`src/ooke_pkg.sv`:
```
// Shared types and constants for the on-off keyed pulse train encoder.
// No dependencies; every other file of the block imports this package.
`timescale 1ns / 1ps

package ooke_pkg;

    // Message word length and derived widths.
    localparam int WORD_BITS = 32;
    localparam int BITPOS_W  = (WORD_BITS > 1) ? $clog2(WORD_BITS) : 1;
    localparam int IN_WORD_W = 32;

    // Timing register widths.
    localparam int UNIT_W = 16;
    localparam int GAP_W  = 20;
    localparam int REP_W  = 8;
    localparam int TICK_W = 20;
    // One bit of headroom over the widest segment length and tick count.
    localparam int LEN_W  = 21;

    // Long data segments last this many units.
    localparam int LONG_UNITS = 5;

    // Configuration port.
    localparam int CFG_IDX_W  = 3;
    localparam int CFG_DATA_W = 20;

    localparam logic [CFG_IDX_W-1:0] CFG_UNIT_TICKS      = CFG_IDX_W'(0);
    localparam logic [CFG_IDX_W-1:0] CFG_START_GAP_TICKS = CFG_IDX_W'(1);
    localparam logic [CFG_IDX_W-1:0] CFG_STOP_GAP_TICKS  = CFG_IDX_W'(2);
    localparam logic [CFG_IDX_W-1:0] CFG_REPEAT_COUNT    = CFG_IDX_W'(3);

    localparam logic [UNIT_W-1:0] UNIT_TICKS_RST      = UNIT_W'(250);
    localparam logic [GAP_W-1:0]  START_GAP_TICKS_RST = GAP_W'(2500);
    localparam logic [GAP_W-1:0]  STOP_GAP_TICKS_RST  = GAP_W'(10000);
    localparam logic [REP_W-1:0]  REPEAT_COUNT_RST    = REP_W'(5);

    // Request types carried on the input channel.
    localparam logic REQ_TICK = 1'b0;
    localparam logic REQ_LOAD = 1'b1;

    // Live configuration seen by the sequencer.
    typedef struct packed {
        logic [UNIT_W-1:0] unit_ticks;
        logic [GAP_W-1:0]  start_gap_ticks;
        logic [GAP_W-1:0]  stop_gap_ticks;
        logic [REP_W-1:0]  repeat_count;
    } cfg_t;

    // One result beat.
    typedef struct packed {
        logic pin_level;
        logic busy_res;
        logic accepted;
        logic all_done;
    } res_t;

endpackage

```
`src/ook_pulse_train_encoder_core.sv`:
```
// Top level of the on-off keyed pulse train encoder.
// Depends on ooke_pkg, ooke_cfg_regs, ooke_seq and ooke_out_buf.
//
//   channel   direction  handshake             payload
//   s_        in         s_valid / s_ready     s_req_type, s_word
//   m_        out        m_valid / m_ready     m_pin_level, m_busy_res, m_accepted, m_all_done
//   cfg_      in         cfg_valid / cfg_ready cfg_index, cfg_data
//
// Every input beat yields one result beat. A beat is resolved in the cycle it
// is accepted and its result is visible on the next cycle; one beat per clock while s_ready is high.
// A two-entry result buffer keeps s_ready high while one result waits.
// s_ready drops only when both buffer entries are occupied.
// Reset (aresetn low, synchronous) clears the sequencer, loads the timing
// registers with their defaults and empties the result buffer.
`timescale 1ns / 1ps

module ook_pulse_train_encoder_core
    import ooke_pkg::*;
(
    input  logic                  aclk,
    input  logic                  aresetn,
    input  logic                  s_valid,
    output logic                  s_ready,
    input  logic                  s_req_type,
    input  logic [IN_WORD_W-1:0]  s_word,
    output logic                  m_valid,
    input  logic                  m_ready,
    output logic                  m_pin_level,
    output logic                  m_busy_res,
    output logic                  m_accepted,
    output logic                  m_all_done,
    input  logic                  cfg_valid,
    output logic                  cfg_ready,
    input  logic [CFG_IDX_W-1:0]  cfg_index,
    input  logic [CFG_DATA_W-1:0] cfg_data
);

    cfg_t cfg;
    res_t step_res;
    res_t out_res;
    logic step_en;
    logic buf_not_full;

    // Register writes are always taken.
    assign cfg_ready = 1'b1;
    assign s_ready   = buf_not_full;
    assign step_en   = s_valid && s_ready;

    ooke_cfg_regs u_cfg_regs (
        .aclk     (aclk),
        .aresetn  (aresetn),
        .wr_en    (cfg_valid && cfg_ready),
        .wr_index (cfg_index),
        .wr_data  (cfg_data),
        .cfg      (cfg)
    );

    ooke_seq u_seq (
        .aclk     (aclk),
        .aresetn  (aresetn),
        .step_en  (step_en),
        .req_type (s_req_type),
        .word     (s_word),
        .cfg      (cfg),
        .res      (step_res)
    );

    ooke_out_buf u_out_buf (
        .aclk     (aclk),
        .aresetn  (aresetn),
        .wr_en    (step_en),
        .wr_data  (step_res),
        .not_full (buf_not_full),
        .rd_valid (m_valid),
        .rd_en    (m_ready),
        .rd_data  (out_res)
    );

    assign m_pin_level = out_res.pin_level;
    assign m_busy_res  = out_res.busy_res;
    assign m_accepted  = out_res.accepted;
    assign m_all_done  = out_res.all_done;

endmodule

```
`src/ooke_cfg_regs.sv`:
```
// Configuration register bank of the pulse train encoder.
// Depends on ooke_pkg for widths, register indexes and reset values.
`timescale 1ns / 1ps

module ooke_cfg_regs
    import ooke_pkg::*;
(
    input  logic                  aclk,
    input  logic                  aresetn,
    input  logic                  wr_en,
    input  logic [CFG_IDX_W-1:0]  wr_index,
    input  logic [CFG_DATA_W-1:0] wr_data,
    output cfg_t                  cfg
);

    cfg_t cfg_reg;
    cfg_t cfg_next;

    // Decode the write index; indexes beyond the list are dropped.
    always_comb begin
        cfg_next = cfg_reg;
        if (wr_en) begin
            case (wr_index)
                CFG_UNIT_TICKS:      cfg_next.unit_ticks      = wr_data[UNIT_W-1:0];
                CFG_START_GAP_TICKS: cfg_next.start_gap_ticks = wr_data[GAP_W-1:0];
                CFG_STOP_GAP_TICKS:  cfg_next.stop_gap_ticks  = wr_data[GAP_W-1:0];
                CFG_REPEAT_COUNT:    cfg_next.repeat_count    = wr_data[REP_W-1:0];
                default:             cfg_next = cfg_reg;
            endcase
        end
    end

    always_ff @(posedge aclk) begin
        if (!aresetn) begin
            cfg_reg.unit_ticks      <= UNIT_TICKS_RST;
            cfg_reg.start_gap_ticks <= START_GAP_TICKS_RST;
            cfg_reg.stop_gap_ticks  <= STOP_GAP_TICKS_RST;
            cfg_reg.repeat_count    <= REPEAT_COUNT_RST;
        end else begin
            cfg_reg <= cfg_next;
        end
    end

    assign cfg = cfg_reg;

endmodule

```
`src/ooke_seq.sv`:
```
// Frame sequencer: phase, segment and tick counters plus the shifting word.
// Each accepted beat is resolved in one pass of logic. Depends on ooke_pkg.
`timescale 1ns / 1ps

module ooke_seq
    import ooke_pkg::*;
(
    input  logic                 aclk,
    input  logic                 aresetn,
    input  logic                 step_en,
    input  logic                 req_type,
    input  logic [IN_WORD_W-1:0] word,
    input  cfg_t                 cfg,
    output res_t                 res
);

    // Frame phases.
    localparam logic [2:0] PH_IDLE  = 3'd0;
    localparam logic [2:0] PH_START = 3'd1;
    localparam logic [2:0] PH_DATA  = 3'd2;
    localparam logic [2:0] PH_STOP  = 3'd3;

    logic [2:0]           phase_reg, phase_next;
    logic [WORD_BITS-1:0] shift_word_reg, shift_word_next;
    logic [BITPOS_W-1:0]  bit_position_reg, bit_position_next;
    logic [1:0]           segment_reg, segment_next;
    logic [TICK_W-1:0]    tick_count_reg, tick_count_next;
    logic [REP_W-1:0]     repeats_left_reg, repeats_left_next;

    logic [UNIT_W-1:0] unit_len;
    logic [GAP_W-1:0]  start_len;
    logic [GAP_W-1:0]  stop_len;
    logic [LEN_W-1:0]  unit_long;
    logic [LEN_W-1:0]  seg_len;
    logic [LEN_W-1:0]  tick_plus;
    logic              long_seg;
    logic              seg_end;
    logic              cur_level;
    logic              idle;

    // Zero lengths count as one tick.
    assign unit_len  = (cfg.unit_ticks == '0)      ? UNIT_W'(1) : cfg.unit_ticks;
    assign start_len = (cfg.start_gap_ticks == '0) ? GAP_W'(1)  : cfg.start_gap_ticks;
    assign stop_len  = (cfg.stop_gap_ticks == '0)  ? GAP_W'(1)  : cfg.stop_gap_ticks;

    // Five units as shift and add.
    assign unit_long = LEN_W'({unit_len, 2'b00}) + LEN_W'(unit_len);

    // The first low segment of a bit is long for a one and the second for a zero.
    assign long_seg = shift_word_reg[WORD_BITS-1] ^ segment_reg[1];

    // Length of the segment now being driven.
    always_comb begin
        if (!segment_reg[0]) begin
            seg_len = LEN_W'(unit_len);
        end else begin
            case (phase_reg)
                PH_START: seg_len = LEN_W'(start_len);
                PH_STOP:  seg_len = LEN_W'(stop_len);
                default:  seg_len = long_seg ? unit_long : LEN_W'(unit_len);
            endcase
        end
    end

    assign idle      = (phase_reg == PH_IDLE);
    assign cur_level = !idle && !segment_reg[0];
    assign tick_plus = LEN_W'(tick_count_reg) + LEN_W'(1);
    assign seg_end   = (tick_plus >= seg_len);

    // Next state and the result of the beat.
    always_comb begin
        phase_next        = phase_reg;
        shift_word_next   = shift_word_reg;
        bit_position_next = bit_position_reg;
        segment_next      = segment_reg;
        tick_count_next   = tick_count_reg;
        repeats_left_next = repeats_left_reg;
        res               = '0;

        if (req_type == REQ_LOAD) begin
            res.busy_res = 1'b1;
            if (idle) begin
                shift_word_next   = WORD_BITS'(word);
                repeats_left_next = (cfg.repeat_count == '0) ? REP_W'(1) : cfg.repeat_count;
                phase_next        = PH_START;
                segment_next      = 2'd0;
                bit_position_next = '0;
                tick_count_next   = '0;
                res.accepted      = 1'b1;
                res.pin_level     = 1'b1;
            end else begin
                res.pin_level = cur_level;
            end
        end else if (!idle) begin
            res.pin_level = cur_level;
            res.busy_res  = 1'b1;
            if (!seg_end) begin
                tick_count_next = tick_plus[TICK_W-1:0];
            end else begin
                tick_count_next = '0;
                case (phase_reg)
                    PH_START: begin
                        if (segment_reg == 2'd0) begin
                            segment_next = 2'd1;
                        end else begin
                            phase_next        = PH_DATA;
                            segment_next      = 2'd0;
                            bit_position_next = '0;
                        end
                    end
                    PH_DATA: begin
                        if (segment_reg != 2'd3) begin
                            segment_next = segment_reg + 2'd1;
                        end else begin
                            segment_next = 2'd0;
                            if (bit_position_reg == BITPOS_W'(WORD_BITS - 1)) begin
                                phase_next        = PH_STOP;
                                bit_position_next = '0;
                            end else begin
                                bit_position_next = bit_position_reg + BITPOS_W'(1);
                                shift_word_next   = {shift_word_reg[WORD_BITS-2:0], 1'b0};
                            end
                        end
                    end
                    default: begin
                        // Stop pulse, then the stop gap ends the frame.
                        if (segment_reg == 2'd0) begin
                            segment_next = 2'd1;
                        end else begin
                            segment_next = 2'd0;
                            if (repeats_left_reg > REP_W'(1)) begin
                                repeats_left_next = repeats_left_reg - REP_W'(1);
                                phase_next        = PH_START;
                            end else begin
                                repeats_left_next = '0;
                                phase_next        = PH_IDLE;
                                res.all_done      = 1'b1;
                            end
                        end
                    end
                endcase
            end
        end
    end

    // State registers advance only on an accepted beat.
    always_ff @(posedge aclk) begin
        if (!aresetn) begin
            phase_reg        <= PH_IDLE;
            shift_word_reg   <= '0;
            bit_position_reg <= '0;
            segment_reg      <= 2'd0;
            tick_count_reg   <= '0;
            repeats_left_reg <= '0;
        end else if (step_en) begin
            phase_reg        <= phase_next;
            shift_word_reg   <= shift_word_next;
            bit_position_reg <= bit_position_next;
            segment_reg      <= segment_next;
            tick_count_reg   <= tick_count_next;
            repeats_left_reg <= repeats_left_next;
        end
    end

    // The repeat counter is zero exactly when no transmission is running.
    assert property (@(posedge aclk) disable iff (!aresetn)
        (phase_reg == PH_IDLE) == (repeats_left_reg == '0))
        else $error("repeat counter out of step with phase");

    // Start and stop pulses only use their first two segments.
    assert property (@(posedge aclk) disable iff (!aresetn)
        (phase_reg == PH_START || phase_reg == PH_STOP) |->
            (!segment_reg[1] && bit_position_reg == '0))
        else $error("bad segment or bit position outside the data phase");

    // The final tick of a transmission leaves the block idle.
    assert property (@(posedge aclk) disable iff (!aresetn)
        (step_en && res.all_done) |=> (phase_reg == PH_IDLE))
        else $error("block still busy after the last tick");

endmodule

```
`src/ooke_out_buf.sv`:
```
// Two-entry result buffer that decouples the result channel from the input.
// Depends on ooke_pkg for the result beat type.
`timescale 1ns / 1ps

module ooke_out_buf
    import ooke_pkg::*;
(
    input  logic aclk,
    input  logic aresetn,
    input  logic wr_en,
    input  res_t wr_data,
    output logic not_full,
    output logic rd_valid,
    input  logic rd_en,
    output res_t rd_data
);

    res_t       mem_reg [2];
    logic       wr_ptr_reg, wr_ptr_next;
    logic       rd_ptr_reg, rd_ptr_next;
    logic [1:0] count_reg, count_next;
    logic       do_rd;

    assign not_full = (count_reg != 2'd2);
    assign rd_valid = (count_reg != 2'd0);
    assign do_rd    = rd_en && rd_valid;
    assign rd_data  = mem_reg[rd_ptr_reg];

    // Pointer and occupancy update.
    always_comb begin
        wr_ptr_next = wr_en ? !wr_ptr_reg : wr_ptr_reg;
        rd_ptr_next = do_rd ? !rd_ptr_reg : rd_ptr_reg;
        count_next  = count_reg;
        if (wr_en && !do_rd) begin
            count_next = count_reg + 2'd1;
        end else if (!wr_en && do_rd) begin
            count_next = count_reg - 2'd1;
        end
    end

    always_ff @(posedge aclk) begin
        if (!aresetn) begin
            wr_ptr_reg <= 1'b0;
            rd_ptr_reg <= 1'b0;
            count_reg  <= 2'd0;
        end else begin
            wr_ptr_reg <= wr_ptr_next;
            rd_ptr_reg <= rd_ptr_next;
            count_reg  <= count_next;
        end
    end

    // Result storage.
    always_ff @(posedge aclk) begin
        if (wr_en) begin
            mem_reg[wr_ptr_reg] <= wr_data;
        end
    end

endmodule
```
`config.mk`:
```
export PLATFORM = sky130hd
export DESIGN_NAME = ook_pulse_train_encoder_core
export DESIGN_NICKNAME = d
export VERILOG_FILES = /design/src/ooke_pkg.sv /design/src/ook_pulse_train_encoder_core.sv /design/src/ooke_cfg_regs.sv /design/src/ooke_seq.sv /design/src/ooke_out_buf.sv
export SDC_FILE = /design/constraint.sdc
export NUM_CORES = 1
export LEC_CHECK = 0
export BUFFER_PORTS_ARGS = -buffer_cell sky130_fd_sc_hd__buf_2
export CELL_PAD_IN_SITES_DETAIL_PLACEMENT = 1
export CELL_PAD_IN_SITES_GLOBAL_PLACEMENT = 1
export CORE_AREA = 2 2 166 168
export DETAILED_ROUTE_END_ITERATION = 10
export DIE_AREA = 0 0 168 170
export PLACE_DENSITY = 0.68
export SLEW_MARGIN = 0
export SYNTH_ARGS = -nofsm -noshare
export SYNTH_HDL_FRONTEND = slang
export SYNTH_SLANG_ARGS = --single-unit
export TNS_END_PERCENT = 100
```
`constraint.sdc`:
```
create_clock -name aclk -period 4.9 [get_ports aclk]
set_input_delay 0.49 -clock aclk [delete_from_list [all_inputs] [get_ports aclk]]
set_output_delay 0.49 -clock aclk [all_outputs]
set_load 0.02 [all_outputs]
```
=== Yosys cells after proc, flatten, opt, wreduce, memory -nomap -nowiden ===
Memories as Yosys holds them, arrays and structs flattened. A register that Yosys moved wholly into a read port is not among the register bits.
Cells that the tools add are included.
Widths: inputs -> output; s select.

* Add/sub/neg operators: 7
* $lt $le $gt $ge: 2
* Equality and inequality tests: 19
* Muxes and demuxes: 67
* Bitwise operators: 1
* Reductions and logical operators: 34

{| class="wikitable"
|+ Operator list
! cell !! count
|-
| $mux 32 || 7
|-
| $mux 20 || 6
|-
| $mux 8 || 8
|-
| $mux 21 || 2
|-
| $pmux 21 s2 || 1
|-
| $logic_not 20->1 || 2
|-
| $mux 5 || 7
|-
| $mux 3 || 8
|-
| $add 20x1->21 const B || 1
|-
| $ge 21x21->1 || 1
|-
| $mux 2 || 10
|-
| $add 18x16->19 || 1
|-
| $logic_not 16->1 || 1
|-
| $mux 16 || 1
|-
| $mux 1 || 15
|-
| $reduce_and 7->1 || 2
|-
| $eq 3x2->1 const B || 4
|-
| $ne 2x2->1 const B || 6
|-
| $pmux 5 s2 || 1
|-
| $ne 3x3->1 const B || 3
|-
| $gt 8x1->1 const B || 1
|-
| $logic_not 8->1 || 1
|-
| $reduce_and 2->1 || 4
|-
| $reduce_and 8->1 || 1
|-
| other kinds (20) || 36
|}

* Register bits after elaboration: 138
* Bits in writable memories: 8
* Bits of input ports: 61
* Output and inout port bits: 7
* Memories: 1

{| class="wikitable"
|+ Memories
! memory !! depth !! bits a word !! rd ports !! clocked after memory_dff !! write ports !! RTL line !! source
|-
| u_out_buf.mem_reg || 2 || 4 || 1 || 1 || 1 || ooke_out_buf.sv:18 || <nowiki>res_t mem_reg [2];</nowiki>
|}

=== Longest topological paths before layout ===
* Word-level depth: 10
* Gate-level depth with buffers: 22
* Mapped depth without buffers: 19

=== By module ===
Synthesis repeated with hierarchy kept, for this count alone.

* Cell total of the unflattened synthesis: 1205
* Area, all modules: 9674.3 um^2

{| class="wikitable"
|+ By module, submodules not included
! module !! instances !! cells each !! area each (um^2) !! sequential area each (um^2)
|-
| ooke_seq || 1 || 919 || 6611.3 || 1381.3
|-
| ooke_cfg_regs || 1 || 249 || 2539.9 || 1281.2
|-
| ooke_out_buf || 1 || 34 || 505.5 || 340.3
|-
| ook_pulse_train_encoder_core || 1 || 3 || 17.5 || 0.0
|}

=== Worst setup path before layout ===
Ideal clock, no wire load.

* Path kind: reg2reg
* Start: register u_cfg_regs.cfg_reg (netlist bit u_cfg_regs.cfg[52])
* End: register u_seq.tick_count_reg[10]
* Arrival: 5.122 ns
* Data required time: 4.830 ns
* Setup slack: -0.293 ns
* Cell stages (with the launch flop): 23
* Path buffers: 3
* Period minus slack after synthesis: 5.193 ns
* Path through: dfxtp_1 clkbuf_1 buf_1 nor3_1 a41o_1 ha_1 fa_1 maj3_1 o221a_2 a21oi_1 o22ai_1 a211oi_1 nor2_1 a211oi_1 ha_1 a21oi_1 o21ai_0 a211oi_1 nand3_1 a211oi_2 clkbuf_1 nand3_1 a21oi_1

* Cells in the longest elaborated chain, start to end: 10

{| class="wikitable"
|+ RTL lines
! what !! RTL line !! source
|-
| start, declared || ooke_cfg_regs.sv:16 || <nowiki>cfg_t cfg_reg;</nowiki>
|-
| start signal, assigned || ooke_cfg_regs.sv:40 || <nowiki>cfg_reg <= cfg_next;</nowiki>
|-
| $logic_not 16->1 || ooke_seq.sv:42 || <nowiki>assign unit_len = (cfg.unit_ticks == '0) ? UNIT_W'(1) : cfg.unit_ticks;</nowiki>
|-
| $mux 16 * || ooke_seq.sv:42 ||
|-
| $add 18x16->19 || ooke_seq.sv:47 || <nowiki>assign unit_long = LEN_W'({unit_len, 2'b00}) + LEN_W'(unit_len);</nowiki>
|-
| $mux 21 || ooke_seq.sv:60 || <nowiki>default: seg_len = long_seg ? unit_long : LEN_W'(unit_len);</nowiki>
|-
| $pmux 21 s2 || ooke_seq.sv:57 || <nowiki>case (phase_reg)</nowiki>
|-
| $mux 21 * || ooke_seq.sv:54 || <nowiki>if (!segment_reg[0]) begin</nowiki>
|-
| $ge 21x21->1 * || ooke_seq.sv:68 || <nowiki>assign seg_end = (tick_plus >= seg_len);</nowiki>
|-
| $mux 20 * || ooke_seq.sv:97 || <nowiki>if (!seg_end) begin</nowiki>
|-
| $mux 20 * || ooke_seq.sv:94 || <nowiki>end else if (!idle) begin</nowiki>
|-
| $mux 20 * || ooke_seq.sv:80 || <nowiki>if (req_type == REQ_LOAD) begin</nowiki>
|-
| end signal, assigned || ooke_seq.sv:160 || <nowiki>tick_count_reg <= tick_count_next;</nowiki>
|-
| end, declared || ooke_seq.sv:27 || <nowiki>logic [TICK_W-1:0] tick_count_reg, tick_count_next;</nowiki>
|}

Every way passes the cells marked *; elsewhere a longest branch is shown, timed or not. The select of a mux whose other input is x is not followed.
A chain may end at the register's enable or synchronous reset.

=== Worst setup path after layout ===
* Start: register u_cfg_regs.cfg_reg (netlist bit u_cfg_regs.cfg[63])
* End: register u_seq.shift_word_reg[29]

* Cells in the longest elaborated chain, start to end: 9

{| class="wikitable"
|+ RTL lines
! what !! RTL line !! source
|-
| $logic_not 16->1 || ooke_seq.sv:42 ||
|-
| $mux 16 * || ooke_seq.sv:42 ||
|-
| $add 18x16->19 || ooke_seq.sv:47 ||
|-
| $mux 21 || ooke_seq.sv:60 ||
|-
| $pmux 21 s2 || ooke_seq.sv:57 ||
|-
| $mux 21 * || ooke_seq.sv:54 ||
|-
| $ge 21x21->1 * || ooke_seq.sv:68 ||
|-
| $reduce_bool 2->1 (no source line) * || n/a ||
|-
| $reduce_and 7->1 (no source line) * || n/a ||
|-
| end signal, assigned || ooke_seq.sv:157 || <nowiki>shift_word_reg <= shift_word_next;</nowiki>
|-
| end, declared || ooke_seq.sv:24 || <nowiki>logic [WORD_BITS-1:0] shift_word_reg, shift_word_next;</nowiki>
|}

Every way passes the cells marked *; elsewhere a longest branch is shown, timed or not.

==> flow_metrics.py <==
metrics = {
    "critical_path": {
        "cp_data_required_time_ps": 5240,
        "r2r-start": "u_cfg_regs.cfg[63]$_SDFFE_PN0P_",
        "r2r_end": "u_seq.shift_word_reg[29]$_SDFFE_PN0P_",
        "cp-startpoint": "u_cfg_regs.cfg[63]$_SDFFE_PN0P_",
        "crit_chain": "nor4_2 -> a41o_1 -> ha_2 -> fa_2 -> maj3_2 -> o221a_2 -> a21oi_2 -> o22ai_2 -> a211oi_2 -> xnor2_1 -> o221ai_1 -> ha_1 -> a21oi_2 -> o21ai_2 -> buf_4 -> o2111a_1 -> buf_4 -> nand2_2 -> o21ai_4 -> buf_12 -> buf_4 -> clkbuf_16 -> a211oi_2",
        "reg2reg_depth": 23,
        "ff2ff_setup_slack_ps": 170,
        "worstSetupEndpoint": "u_seq.shift_word_reg[29]$_SDFFE_PN0P_",
        "slowest_delay_ps": 350,
        "crit_fanout": 14,
        "arrival_ps": 5060,
        "start_kind": "flop",
        "crit_path_frequent_cell": "buf_4",
        "critPathSlowestCell": "dfxtp_1",
        "crit_type": "reg -> reg",
        "end_kind": "flop",
    },
    "cells_and_area": {
        "largest_reg_flops": 64,
        "area_growth_pct": 20.41,
        "diodes": 0,
        "num-fill-cells": 3151,
        "layout.nets": 1274,
        "fin_area_sq_um": 10470,
        "drive_above_1_share_pct": 19.71,
    },
    "clock_tree": {
        "clk_pin_slew_ps": 70,
        "worst_skew_pair.late_latency_ps": 440,
        "cts_buffers": 17,
        "cts_tree": "yes",
        "cts_hold_buf": 0,
        "cts-root-buf": "clkbuf_16",
        "htreeDepth": 4,
        "clockBufferDepth": 2,
        "cts.sinks": 146,
    },
    "pwr": {
        "p_leak_nw": 3.984,
        "ir_drop_uv": 254.0,
        "power_density_nw_per_um2": 308.6,
    },
    "sta": {
        "fin_skew_ps": 15.69,
        "finalHoldViolations": 0,
        "min_period_over_period_pct": 96.49,
        "period_minus_slack_ps": 4728,
        "drv_slew": 0,
        "fmax_mhz": 211.5,
        "worst_pin_slew_ps": 955.7,
        "setup_viol": 0,
        "slew_headroom_pct": 36.22,
        "setup_tns_ps": 0,
    },
    "die": {
        "dieArea_sq_um": 28560,
        "io_pins": 68,
        "core_area_sq_um": 26650,
        "start_util_pct": 32.62,
        "dieWidth_um": 168,
        "die_h_um": 170,
        "fp-row-count": 60,
    },
    "job": {
        "cap_violations": 0,
    },
    "detailed_routing": {
        "drt_iter0_markers": 450,
        "routedWlPerCell_um": 18.48,
        "ant_nets": 0,
        "route.detailed.drc": 0,
        "vias": 8361,
        "vias_per_cell": 5.490,
        "drt_wl_total_mm": 28.15,
        "drtPass1Iterations": 5,
    },
    "yosys": {
        "netlist_top_cells_area": "dfxtp_1 32%, nand2_1 8.6%, ha_1 6.2%, a21oi_1 5.6%, mux2i_1 4.5%",
        "netlist_instances": 1112,
        "async_flop_share_pct": 0,
        "ys_seq_area_share_pct": 34.54,
        "synthTopCellsByCount": "199 x nand2_1, 138 x dfxtp_1, 98 x a21oi_1",
        "synth_cell_type_count": 80,
        "synth_xor_area_share_pct": 3.626,
        "synth_fp_nets": 1217,
        "synth_edf_count": 8,
        "synth_top_area_share_pct": 31.77,
        "synth_top_family_by_area": "simple AND/OR/NAND/NOR gates",
        "synth_mux_area_share_pct": 5.008,
        "syn_area_sq_um": 8695,
        "synth-main-ff-cell": "dfxtp_1",
        "synthSimpleGateAreaFrac_pct": 24.65,
        "synth_compound_area_share_pct": 20.29,
        "synth.most_common_cell": "nand2_1",
        "ys_seq_elements": 146,
        "synth_fa_ha_area_share_pct": 6.879,
        "yosys_warnings": 0,
        "synth_top_area_cell": "dfxtp_1",
        "avgSynthCellArea_sq_um": 7.819,
    },
    "global_route": {
        "grt_max_degree": 63,
        "grt_pass1_wl_mm": 43.82,
        "grt_use_total_pct": 19.15,
        "grt_pass1_vias": 8171,
        "grt-ovfl-total": 0,
        "antenna_found_initial": 0,
    },
    "placement": {
        "place.gp.congestion": 0.8081,
        "placed_cell_area_sq_um": 9488,
        "hpwl_mm": 19.48,
        "io_buffers": 66,
    },
    "status": {
        "status": "completed",
    },
    "worst_hold_path": {
        "hp-start": "cfg_data[19]",
        "hold_class": "in -> reg",
    },
}
-- report_power, final --
| part | switching, mW | total [mW] | internal, mW |
|---|---|---|---|
| clock | 0.599 | 1.34 | 0.741 |
| combinational | 0.346 | 0.574 | 0.228 |
| sequential | 0.0487 | 1.32 | 1.27 |
| total | 0.993 | 3.23 | 2.24 |
-- timing repair --
item | CTS | global route
gates cloned | 0 | 4
endpoints found under the hold margin | 0 | 0
setup buffers | 0 | 10
endpoints found under the setup margin | 64 | 71
pin swaps | 1 | 13
gates resized for setup | 6 | 50
-- cell usage in the layout (no fill, tap or decap), types with 8 or more instances in the layout --
cell type and instances:
xnor2_1 24, inv_1 20, buf_4 49, dfxtp_1 133
nor2b_1 8, edfxtp_1 8, nand4_1 15, buf_2 66
a211oi_2 21, a211oi_1 19, ha_1 42, nand2b_1 8
a22oi_1 9, o21ai_0 31, clkbuf_16 20, xor2_1 12
or3_1 9, nor4_1 18, nor3_1 21, mux2i_1 38
nor2_1 83, and3_1 9, nand3_1 55, nand2_1 198
a21oi_1 93
-- per-stage QoR --
stage	setup slack (ps)	instances	hold slack [ps]	utilization, %	total power, mW
final	171.8	1523	306.6	39.28	3.231
after global placement	10.92	1477	450.8	35.60	1.853
after CTS	-9.173	1509	294.9	37.93	3.212
after detailed placement	-85.57	1477	450.3	35.60	1.867
after floorplan	43.13	1112	433.2	-	1.694
after global routing	-67.05	1523	317.6	39.28	3.366
-- how the worst min path moves through the flow --
stage	to	slack, ps	cells past startpoint
finish	u_cfg_regs.cfg[47]$_SDFFE_PN0P_	310	3
detailed placement	u_cfg_regs.cfg[48]$_SDFFE_PN0P_	450	2
CTS	u_cfg_regs.cfg[36]$_SDFFE_PN1P_	290	3
global placement	u_cfg_regs.cfg[48]$_SDFFE_PN0P_	450	2
floorplan	u_cfg_regs.cfg[8]$_SDFFE_PN0P_	430	2
global route	u_seq.shift_word_reg[0]$_SDFFE_PN0P_	320	3
-- area by class of cell --
cell class	instances	area, sq um	area share (%)
Sequential cell	146	3009	28.74
Clock inverter	14	162.7	1.554
Inverter	21	80.08	0.7649
Multi-Input combinational cell	858	5473	52.28
Clock buffer	18	439.2	4.195
Timing Repair Buffer	125	878.3	8.390
Tap cell	341	426.7	4.076
-- logic make-up (layout without fill, tap and decap cells) --
logic type / count (synthesis) / count (layout)
other: 1 / 1
DFF: 146 / 146
buffers and inverters: 108 / 178
and+or+nand+nor: 464 / 464
AOI/OAI and AO/OA: 266 / 266
muxes: 43 / 43
adders and majority gates: 48 / 48
xor gates and xnor gates: 36 / 36
-- worst max-delay path: cells and delay by family (launching register included) --
| family | cells | cell delay, ps |
|---|---|---|
| buffers and inverters | 5 | 770 |
| AOI/OAI and AO/OA | 11 | 1990 |
| adders and majority gates | 4 | 1230 |
| xor gates and xnor gates | 1 | 150 |
| DFF | 1 | 350 |
| and+or+nand+nor | 2 | 130 |
-- routing by layer --
metal	up-vias	routed length [um]	GRT usage, %
li1	4102	-	-
met1	4064	13340	25.49
met2	147	13390	31.98
met3	48	785	2.674
met4	0	637	6.314
met5	-	0	0
No activity file was read; power rests on OpenSTA's default activity.
